**config.mk**
```make
export PLATFORM = sky130hd
export DESIGN_NAME = cooperative_tick_task_scheduler_unit
export DESIGN_NICKNAME = d
export VERILOG_FILES = /design/src/hw/rtl/ctts_pkg.sv /design/src/hw/rtl/ctts_ram.sv /design/src/hw/rtl/ctts_ctrl.sv /design/src/hw/rtl/ctts_dpath.sv /design/src/hw/rtl/cooperative_tick_task_scheduler_unit.sv
export VERILOG_INCLUDE_DIRS = /design/src /design/src/hw/rtl
export SDC_FILE = /design/constraint.sdc
export NUM_CORES = 2
export LEC_CHECK = 0
export ABC_AREA = 1
export BUFFER_PORTS_ARGS = -buffer_cell sky130_fd_sc_hd__buf_2
export CAP_MARGIN = 0
export CELL_PAD_IN_SITES_DETAIL_PLACEMENT = 0
export CELL_PAD_IN_SITES_GLOBAL_PLACEMENT = 2
export CORE_MARGIN = 1
export CORE_UTILIZATION = 41
export CTS_CLUSTER_DIAMETER = 30
export DETAILED_ROUTE_END_ITERATION = 8
export PLACE_DENSITY_LB_ADDON = 0.1
export SYNTH_ARGS = -nofsm -noshare
export SYNTH_HDL_FRONTEND = slang
export SYNTH_SLANG_ARGS = --single-unit
```
**constraint.sdc**
```tcl
create_clock -name clk -period 6.9 [get_ports clk]
set_input_delay 0.345 -clock clk [delete_from_list [all_inputs] [get_ports clk]]
set_output_delay 0.345 -clock clk [all_outputs]
set_load 0.02 [all_outputs]
```
**src/hw/rtl/cooperative_tick_task_scheduler_unit_defines.svh**
```systemverilog
// ----------------------------------------------------------------------------
// Assertion macros for the tick task scheduler
// Concurrent check wrappers with a common clock and reset guard.
// ----------------------------------------------------------------------------
`ifndef COOPERATIVE_TICK_TASK_SCHEDULER_UNIT_DEFINES_SVH
`define COOPERATIVE_TICK_TASK_SCHEDULER_UNIT_DEFINES_SVH

// Check that a property holds on every clock edge outside reset.
`define CTTS_ASSERT(name, clk, rst, prop, msg) \
  name: assert property (@(posedge clk) disable iff (rst) (prop)) else $error(msg);

// Check that a condition never occurs outside reset.
`define CTTS_NEVER(name, clk, rst, cond, msg) \
  name: assert property (@(posedge clk) disable iff (rst) !(cond)) else $error(msg);

`endif

```
**src/hw/rtl/ctts_pkg.sv**
```systemverilog
// ----------------------------------------------------------------------------
// ctts_pkg
// Shared types and constants for the tick task scheduler.
// ----------------------------------------------------------------------------
package ctts_pkg;

  localparam int MAX_TASKS_DEFAULT = 16;
  localparam int RESULT_LIMIT      = 16;
  localparam int RES_CNT_W         = $clog2(RESULT_LIMIT + 1);

  localparam int CODE_W    = 8;
  localparam int TIME_W    = 32;
  localparam int PENDING_W = 8;
  localparam int MODE_W    = 2;
  localparam int IN_DATA_W = 72;
  localparam int OUT_DATA_W = 16;

  localparam logic [PENDING_W-1:0] PENDING_MAX = '1;

  typedef enum logic [MODE_W-1:0] {
    MODE_ADD      = 2'd0,
    MODE_TICK     = 2'd1,
    MODE_DISPATCH = 2'd2,
    MODE_CLEAR    = 2'd3
  } mode_t;

  typedef struct packed {
    logic [CODE_W-1:0]    code;
    logic [TIME_W-1:0]    delay;
    logic [TIME_W-1:0]    period;
    logic [PENDING_W-1:0] pending;
  } slot_t;

  localparam int SLOT_W = $bits(slot_t);

  // Controller to datapath
  typedef struct packed {
    logic accept;
    logic rd_en;
    logic exec;
    logic fin;
  } ctts_cmd_t;

  // Datapath to controller
  typedef struct packed {
    logic  count_zero;
    logic  last_slot;
    logic  run;
    logic  held_valid;
    logic  out_free;
  } ctts_status_t;

endpackage

```
**src/hw/rtl/ctts_ram.sv**
```systemverilog
// ----------------------------------------------------------------------------
// ctts_ram
// Generic single-write, single-read RAM with registered read data.
// ----------------------------------------------------------------------------
module ctts_ram #(
  parameter int WIDTH = 8,
  parameter int DEPTH = 16
) (
  input  logic                                          clk,
  input  logic                                          wr_en,
  input  logic [((DEPTH > 1) ? $clog2(DEPTH) : 1)-1:0]  wr_addr,
  input  logic [WIDTH-1:0]                              wr_data,
  input  logic                                          rd_en,
  input  logic [((DEPTH > 1) ? $clog2(DEPTH) : 1)-1:0]  rd_addr,
  output logic [WIDTH-1:0]                              rd_data
);

  logic [WIDTH-1:0] mem [DEPTH];

  always_ff @(posedge clk) begin
    if (wr_en) begin
      mem[wr_addr] <= wr_data;
    end
    if (rd_en) begin
      rd_data <= mem[rd_addr];
    end
  end

endmodule

```
**src/hw/rtl/ctts_ctrl.sv**
```systemverilog
// ----------------------------------------------------------------------------
// ctts_ctrl
// Sequencer for add, tick, dispatch and clear transactions.
// ----------------------------------------------------------------------------
module ctts_ctrl
  import ctts_pkg::*;
(
  input  logic         clk,
  input  logic         rst,
  input  logic         s_tvalid,
  input  logic [1:0]   s_mode,
  output logic         s_tready,
  output ctts_cmd_t    cmd,
  input  ctts_status_t status
);

  typedef enum logic [3:0] {
    ST_IDLE = 4'b0001,
    ST_RD   = 4'b0010,
    ST_EX   = 4'b0100,
    ST_FIN  = 4'b1000
  } state_t;

  state_t state, state_next;
  mode_t  in_mode;

  assign in_mode = mode_t'(s_mode);

  always_comb begin
    state_next = state;
    cmd        = '0;
    s_tready   = 1'b0;
    case (state)
      ST_IDLE: begin
        s_tready = 1'b1;
        if (s_tvalid) begin
          cmd.accept = 1'b1;
          if ((in_mode inside {MODE_TICK, MODE_DISPATCH}) && !status.count_zero) begin
            state_next = ST_RD;
          end else begin
            state_next = ST_FIN;
          end
        end
      end
      ST_RD: begin
        cmd.rd_en  = 1'b1;
        state_next = ST_EX;
      end
      ST_EX: begin
        // hold while a buffered run result cannot leave
        if (!(status.run && status.held_valid && !status.out_free)) begin
          cmd.exec   = 1'b1;
          state_next = status.last_slot ? ST_FIN : ST_RD;
        end
      end
      ST_FIN: begin
        if (status.out_free) begin
          cmd.fin    = 1'b1;
          state_next = ST_IDLE;
        end
      end
      default: begin
        state_next = ST_IDLE;
      end
    endcase
  end

  always_ff @(posedge clk) begin
    if (rst) begin
      state <= ST_IDLE;
    end else begin
      state <= state_next;
    end
  end

endmodule

```
**src/hw/rtl/ctts_dpath.sv**
```systemverilog
// ----------------------------------------------------------------------------
// ctts_dpath
// Task table, walk pointers, run buffer and output register.
// ----------------------------------------------------------------------------
`include "cooperative_tick_task_scheduler_unit_defines.svh"

module ctts_dpath
  import ctts_pkg::*;
#(
  parameter int MAX_TASKS = MAX_TASKS_DEFAULT
) (
  input  logic                  clk,
  input  logic                  rst,
  input  logic [IN_DATA_W-1:0]  s_tdata,
  input  logic [MODE_W-1:0]     s_tuser,
  input  logic                  m_tready,
  output logic                  m_tvalid,
  output logic [OUT_DATA_W-1:0] m_tdata,
  output logic                  m_tlast,
  input  ctts_cmd_t             cmd,
  output ctts_status_t          status
);

  localparam int IDX_W = (MAX_TASKS > 1) ? $clog2(MAX_TASKS) : 1;
  localparam int CNT_W = $clog2(MAX_TASKS + 1);
  localparam logic [CNT_W-1:0]     MAX_CNT   = CNT_W'(MAX_TASKS);
  localparam logic [RES_CNT_W-1:0] RES_LIMIT = RES_CNT_W'(RESULT_LIMIT);

  // latched command
  mode_t             mode_q;
  logic [CODE_W-1:0] code_q;
  logic [TIME_W-1:0] delay_q;
  logic [TIME_W-1:0] period_q;

  // table walk
  logic [CNT_W-1:0]     count;
  logic [CNT_W-1:0]     rptr;
  logic [CNT_W-1:0]     wptr;
  logic [CNT_W-1:0]     rptr_inc;
  logic [CNT_W-1:0]     wptr_next;
  logic [RES_CNT_W-1:0] run_n;

  // one run result held back until its last flag is known
  logic              held_valid;
  logic [CODE_W-1:0] held_code;
  logic              held_rem;

  // output register
  logic              out_valid;
  logic              out_ok;
  logic              out_run;
  logic [CODE_W-1:0] out_code;
  logic              out_rem;
  logic              out_last;

  slot_t            rd_slot;
  slot_t            tick_slot;
  slot_t            disp_slot;
  slot_t            wr_slot;
  logic [SLOT_W-1:0] rd_bits;
  logic             wr_en;
  logic [IDX_W-1:0] wr_addr;
  logic             run;
  logic             keep;
  logic             room;
  logic             out_free;
  logic             last_slot;

  assign rd_slot   = slot_t'(rd_bits);
  assign rptr_inc  = rptr + CNT_W'(1);
  assign last_slot = (rptr_inc == count);
  assign room      = (count < MAX_CNT);
  assign out_free  = !out_valid || m_tready;

  assign run  = (mode_q == MODE_DISPATCH) && (rd_slot.pending != '0) && (run_n < RES_LIMIT);
  assign keep = !(run && (rd_slot.period == '0));
  assign wptr_next = wptr + CNT_W'(keep);

  always_comb begin
    tick_slot = rd_slot;
    if (rd_slot.delay != '0) begin
      tick_slot.delay = rd_slot.delay - TIME_W'(1);
    end else begin
      tick_slot.delay = rd_slot.period;
      if (rd_slot.pending != PENDING_MAX) begin
        tick_slot.pending = rd_slot.pending + PENDING_W'(1);
      end
    end
  end

  always_comb begin
    disp_slot = rd_slot;
    if (run) begin
      disp_slot.pending = rd_slot.pending - PENDING_W'(1);
    end
  end

  // table write port: tick rewrites in place, dispatch compacts, add appends
  always_comb begin
    wr_en   = 1'b0;
    wr_addr = wptr[IDX_W-1:0];
    wr_slot = disp_slot;
    if (cmd.exec && (mode_q == MODE_TICK)) begin
      wr_en   = 1'b1;
      wr_addr = rptr[IDX_W-1:0];
      wr_slot = tick_slot;
    end else if (cmd.exec && (mode_q == MODE_DISPATCH)) begin
      wr_en   = keep;
      wr_addr = wptr[IDX_W-1:0];
      wr_slot = disp_slot;
    end else if (cmd.fin && (mode_q == MODE_ADD) && room) begin
      wr_en   = 1'b1;
      wr_addr = count[IDX_W-1:0];
      wr_slot = '{code: code_q, delay: delay_q, period: period_q, pending: '0};
    end
  end

  ctts_ram #(
    .WIDTH (SLOT_W),
    .DEPTH (MAX_TASKS)
  ) u_ram (
    .clk     (clk),
    .wr_en   (wr_en),
    .wr_addr (wr_addr),
    .wr_data (wr_slot),
    .rd_en   (cmd.rd_en),
    .rd_addr (rptr[IDX_W-1:0]),
    .rd_data (rd_bits)
  );

  always_ff @(posedge clk) begin
    if (rst) begin
      count      <= '0;
      rptr       <= '0;
      wptr       <= '0;
      run_n      <= '0;
      held_valid <= 1'b0;
      out_valid  <= 1'b0;
    end else begin
      if (out_valid && m_tready) begin
        out_valid <= 1'b0;
      end

      if (cmd.accept) begin
        mode_q     <= mode_t'(s_tuser);
        code_q     <= s_tdata[CODE_W-1:0];
        delay_q    <= s_tdata[CODE_W +: TIME_W];
        period_q   <= s_tdata[CODE_W + TIME_W +: TIME_W];
        rptr       <= '0;
        wptr       <= '0;
        run_n      <= '0;
        held_valid <= 1'b0;
        if (mode_t'(s_tuser) == MODE_CLEAR) begin
          count <= '0;
        end
      end

      if (cmd.exec) begin
        rptr <= rptr_inc;
        if (mode_q == MODE_DISPATCH) begin
          wptr <= wptr_next;
          if (last_slot) begin
            count <= wptr_next;
          end
          if (run) begin
            // release the previous run, it is not the final one
            if (held_valid) begin
              out_valid <= 1'b1;
              out_ok    <= 1'b0;
              out_run   <= 1'b1;
              out_code  <= held_code;
              out_rem   <= held_rem;
              out_last  <= 1'b0;
            end
            held_valid <= 1'b1;
            held_code  <= rd_slot.code;
            held_rem   <= (rd_slot.period == '0);
            run_n      <= run_n + RES_CNT_W'(1);
          end
        end
      end

      if (cmd.fin) begin
        out_valid <= 1'b1;
        out_ok    <= 1'b0;
        out_run   <= 1'b0;
        out_code  <= '0;
        out_rem   <= 1'b0;
        out_last  <= 1'b1;
        if (mode_q == MODE_ADD) begin
          out_ok <= room;
          if (room) begin
            count <= count + CNT_W'(1);
          end
        end else if ((mode_q == MODE_DISPATCH) && held_valid) begin
          out_run  <= 1'b1;
          out_code <= held_code;
          out_rem  <= held_rem;
        end
      end
    end
  end

  assign m_tvalid = out_valid;
  assign m_tlast  = out_last;
  assign m_tdata  = {(OUT_DATA_W - CODE_W - 3)'(0), out_rem, out_code, out_run, out_ok};

  assign status.count_zero = (count == '0);
  assign status.last_slot  = last_slot;
  assign status.run        = run;
  assign status.held_valid = held_valid;
  assign status.out_free   = out_free;

  `CTTS_ASSERT(a_count_bound, clk, rst, count <= MAX_CNT, "task count above table size")
  `CTTS_ASSERT(a_run_bound, clk, rst, run_n <= RES_LIMIT, "dispatch ran past result limit")
  `CTTS_ASSERT(a_ptr_order, clk, rst, wptr <= rptr, "compaction write pointer passed read pointer")
  `CTTS_NEVER(a_idle_fields, clk, rst, out_valid && !out_run && (out_code != '0 || out_rem), "non-run result carries run fields")

endmodule

```
**src/hw/rtl/cooperative_tick_task_scheduler_unit.sv**
```systemverilog
// Add and clear pass from acceptance to the finish state, which loads the result
// register once it is free. Tick and dispatch walk the task table slot by slot (RAM
// read, then update and write back) and then finish the same way.
// One transaction at a time: the next is accepted once the result
// register has been loaded by the final result of the current one.
// Reset (rst, synchronous, active high) empties the table and drops any result.
// ----------------------------------------------------------------------------
// cooperative_tick_task_scheduler_unit
// Time-triggered task table with add, tick, dispatch and clear commands.
// ----------------------------------------------------------------------------
module cooperative_tick_task_scheduler_unit
  import ctts_pkg::*;
#(
  parameter int MAX_TASKS = MAX_TASKS_DEFAULT
) (
  input  logic                  clk,
  input  logic                  rst,
  // input stream
  input  logic                  s_tvalid,
  output logic                  s_tready,
  input  logic [IN_DATA_W-1:0]  s_tdata,  // task_code[7:0], start_delay[39:8],
                                          // repeat_period[71:40]
  input  logic [MODE_W-1:0]     s_tuser,  // mode[1:0]
  // result stream
  output logic                  m_tvalid,
  input  logic                  m_tready,
  output logic [OUT_DATA_W-1:0] m_tdata,  // add_ok[0], run_valid[1], run_code[9:2],
                                          // removed[10], zero[15:11]
  output logic                  m_tlast   // last
);

  // Control and data split: the controller sequences the table walk, the
  // datapath owns the table RAM, the walk pointers and the result register.
  ctts_cmd_t    cmd;
  ctts_status_t status;

  ctts_ctrl u_ctrl (
    .clk      (clk),
    .rst      (rst),
    .s_tvalid (s_tvalid),
    .s_mode   (s_tuser),
    .s_tready (s_tready),
    .cmd      (cmd),
    .status   (status)
  );

  // Dispatch compacts the table in the same pass: a removed one-shot task is
  // simply not written back, and later slots move up behind the write pointer.
  ctts_dpath #(
    .MAX_TASKS (MAX_TASKS)
  ) u_dpath (
    .clk      (clk),
    .rst      (rst),
    .s_tdata  (s_tdata),
    .s_tuser  (s_tuser),
    .m_tready (m_tready),
    .m_tvalid (m_tvalid),
    .m_tdata  (m_tdata),
    .m_tlast  (m_tlast),
    .cmd      (cmd),
    .status   (status)
  );

endmodule
```
==> results.py <==
metrics = {
    "placement": {
        "cells_after_dpl": 6232,
        "hpwlAfterDp_um": 91300,
        "gpl.final_weighted_congestion": 0.802,
        "placement.setup.worst_slack_ps": 2260,
        "portBuffers": 91,
    },
    "power_and_ir_drop": {
        "power_switching_share": 0.195,
        "power_density_nw_per_um2": 356,
        "vdd_drop_max_mv": 0.346,
        "power_frac_seq": 0.374,
        "p_comb_frac": 0.009,
        "power_switching_uw": 5160,
        "internal_uw": 21300,
        "cellLeakagePower_uw": 0.0252,
        "power.share.clock": 0.616,
    },
    "drt": {
        "ant_nets": 0,
        "detail_route.iter0.violations": 3270,
        "average_detailed_routed_wire_length_per_instance_um": 25.5,
        "routed_wirelength_um": 177000,
        "vias_per_cell": 5.56,
        "drtPass1Iterations": 8,
        "route.vias.total": 38510,
        "drt_drc_violations_left": 0,
    },
    "timing": {
        "layout_setup_ws_ps": 2280,
        "final.setup.tns_ps": 0,
        "worst_slew_margin_rel": 0.0969,
        "timing.clock.skew_ps": 66.2,
        "rsz_0062_raised_after_global_routing": "false",
        "max_freq_mhz": 216,
        "period_needed_ps": 4620,
        "setup-violations-final": 0,
        "timing_hold_violations_final": 0,
        "timing_worst_slew_pin_value_ps": 1350,
        "holdWs_ps": 148,
        "final_worst_path_cycle_share": 0.670,
        "final_max_slew_viols": 0,
    },
    "global_route": {
        "grt_pass1_vias": 38497,
        "pin_count_of_the_biggest_net_entering_global_routing": 193,
        "grt_overflow": 0,
        "grt_first_pass_wirelength_um": 260000,
        "groute.usage.overall": 0.242,
        "antenna_found_initial": 4,
    },
    "cells_and_area": {
        "antenna-diode-count": 0,
        "num-nets-final": 4863,
        "share_of_layout_cells_above_drive_strength_1": 0.159,
        "flow.area_growth_from_synthesis_pct": 25.5,
        "finish.cell_count_without_fillers": 6928,
        "num-fill-cells": 12103,
    },
    "clocking": {
        "ctsHoldBuffers": 79,
        "tritoncts_num_sinks": 1481,
        "clock_tree.root_cell": "clkbuf_16",
        "htreeDepth": 5,
        "cts_post_setup_buffers_inserted": 0,
        "insertion_delay_ps": 910,
        "numCtsBuffers": 352,
        "cts-root-to-sink-buffers": 4,
        "clock_edge_transition_at_the_registers_on_the_reported_setup_and_hold_paths_ps": 50,
        "cts_tree": "done",
        "cts-resized-gates": 0,
    },
    "yosys": {
        "post_synth.cell_area_avg_um2": 13.3,
        "netlist.area_leader.share": 0.739,
        "yosys_warnings": 0,
        "instance_count_of_the_mapped_netlist": 4456,
        "synthTopCellsByArea": "edfxtp_1 (74%), o21ai_0 (6.0%), nor2_1 (4.8%), o221ai_1 (3.5%), nand2_1 (2.1%)",
        "netlist.top_cell.by_area": "edfxtp_1",
        "synth.yosys.seq_area_share": 0.748,
        "syn_area_um2": 59100,
        "synth_enable_flop_cells": 1455,
        "most_numerous_cell_in_the_yosys_netlist": "edfxtp_1",
        "synth-seq-cells": 1481,
        "ys_top_cells_by_count": "edfxtp_1 (1,455), nor2_1 (753), o21ai_0 (709), nand2_1 (333), o221ai_1 (234)",
        "synthDistinctLibCells": 42,
        "synth-async-reset-ratio": 0,
        "synth_flop_cell": "edfxtp_1",
    },
    "outcome": {
        "outcome": "finished, final reports clean",
    },
    "worst_setup_path": {
        "critical_path_arrival_ps": 5120,
        "path_class": "reg -> reg",
        "crit_path_max_fanout": 26,
        "required_ps": 7400,
        "critPathCaptureType": "register",
        "worst_setup_path_start_kind": "register",
    },
    "floorplan": {
        "cell_rows": 138,
        "ios": 97,
        "core_um2": 142000,
        "die_height_um": 382,
        "initial_utilization": 0.415,
        "dieArea_um2": 146000,
        "dieWidth_um": 382,
    },
    "hold_path": {
        "min-delay-path-class": "in -> reg",
    },
    "run": {
        "drv_cap": 0,
    },
}
[final cells by class]
| cell class | count | area [um2] | area share |
|---|---|---|---|
| Clock buffer | 396 | 9060 | 0.122 |
| Clock inverter | 221 | 2650 | 0.0357 |
| Inverter | 130 | 520 | 0.00702 |
| Multi-Input combinational cell | 2543 | 13200 | 0.178 |
| Sequential cell | 1481 | 44200 | 0.596 |
| Tap cell | 1890 | 2360 | 0.0319 |
| Timing Repair Buffer | 267 | 2140 | 0.0288 |
[cells in the final DEF (no fill, tap or decap), types with 46 or more instances in the layout]
master and count:
buf_4 84, o21ai_0 703, edfxtp_1 1455, nor2_1 736, o211ai_1 103, nand2_1 333, dlygate4sd3_1 79, bufinv_16 53
o221ai_1 234, clkinv_2 46, inv_1 116, o22ai_1 89, clkinv_1 49, nand3_1 145, buf_2 91, clkbuf_16 356
[critical path, stage by stage, from the launching register on]
cell and delay [ps]:
edfxtp_1 420, inv_1 150, ha_1 200, nand4_1 270
nand3_1 210, nand2_2 90, inv_2 220, nand2_4 200
nand2_4 310, inv_2 400, nand2_2 250, nand3_2 220
nor2_4 700, buf_4 580
[metal layers]
metal,wire length (um),up-vias,GRT usage
met4,3970,2,0.0729
li1,-,17481,-
met1,80300,19463,0.343
met2,83000,1250,0.385
met3,9700,314,0.0369
met5,13,-,0
[power groups by stage]
stage	Clock (uW)	Combinational (uW)	Sequential, uW
CTS	16500	250	9890
global placement	0	213	10000
global route	16900	271	9890
detailed placement	0	213	10000
floorplan	0	111	10000
finish	16300	247	9890
[worst paths after layout]
path                                                     startpoint  depth (start not counted)                                 end  slack (ps)
worst max register to register   u_dpath.u_ram.rd_data[0]$_DFFE_PP_                         13  u_dpath.u_ram.mem[7][35]$_DFFE_PP_        2280
worst min-delay path                                    s_tdata[26]                          2       u_dpath.delay_q[18]$_DFFE_PP_         150
worst min register to register  u_dpath.u_ram.rd_data[74]$_DFFE_PP_                          0      u_dpath.held_code[2]$_DFFE_PP_         440
worst max-delay path             u_dpath.u_ram.rd_data[0]$_DFFE_PP_                         13  u_dpath.u_ram.mem[7][35]$_DFFE_PP_        2280
[cells by family (layout without fill, tap and decap cells)]
group / count (synthesis) / in the layout / synth area share
fa+ha+maj: 10 / 10 / 0.00212
simple gates: 1309 / 1309 / 0.0916
flops: 1481 / 1481 / 0.748
compound gates: 1186 / 1186 / 0.123
other cells: 1 / 5 / 0.0000634
buf+inv: 436 / 1014 / 0.0309
xor+xnor: 33 / 33 / 0.00489
[registers in the layout, indices dropped and copies added, names as in the netlist, 2 cells and up]
signal,cells
u_dpath.out_code,8
u_dpath.count,5
u_dpath.code_q,8
u_dpath.delay_q,32
u_dpath.u_ram.mem,1280
u_dpath.rptr,5
u_dpath.run_n,5
u_dpath.period_q,32
u_dpath.held_code,8
u_dpath.wptr,5
u_dpath.u_ram.rd_data,80
u_dpath.mode_q,2
u_ctrl.state,4
[through the flow]
step / utilization / power (uW) / cell area, um2
4_1_cts: 0.521 / 26600 / 74200
3_5_place_dp: 0.434 / 10300 / 61700
3_3_place_gp: 0.434 / 10300 / 61700
5_1_grt: 0.521 / 27100 / 74200
6_report: 0.521 / 26400 / 74200
2_1_floorplan: - / 10200 / 59100
(Power assumes the default switching activity.)
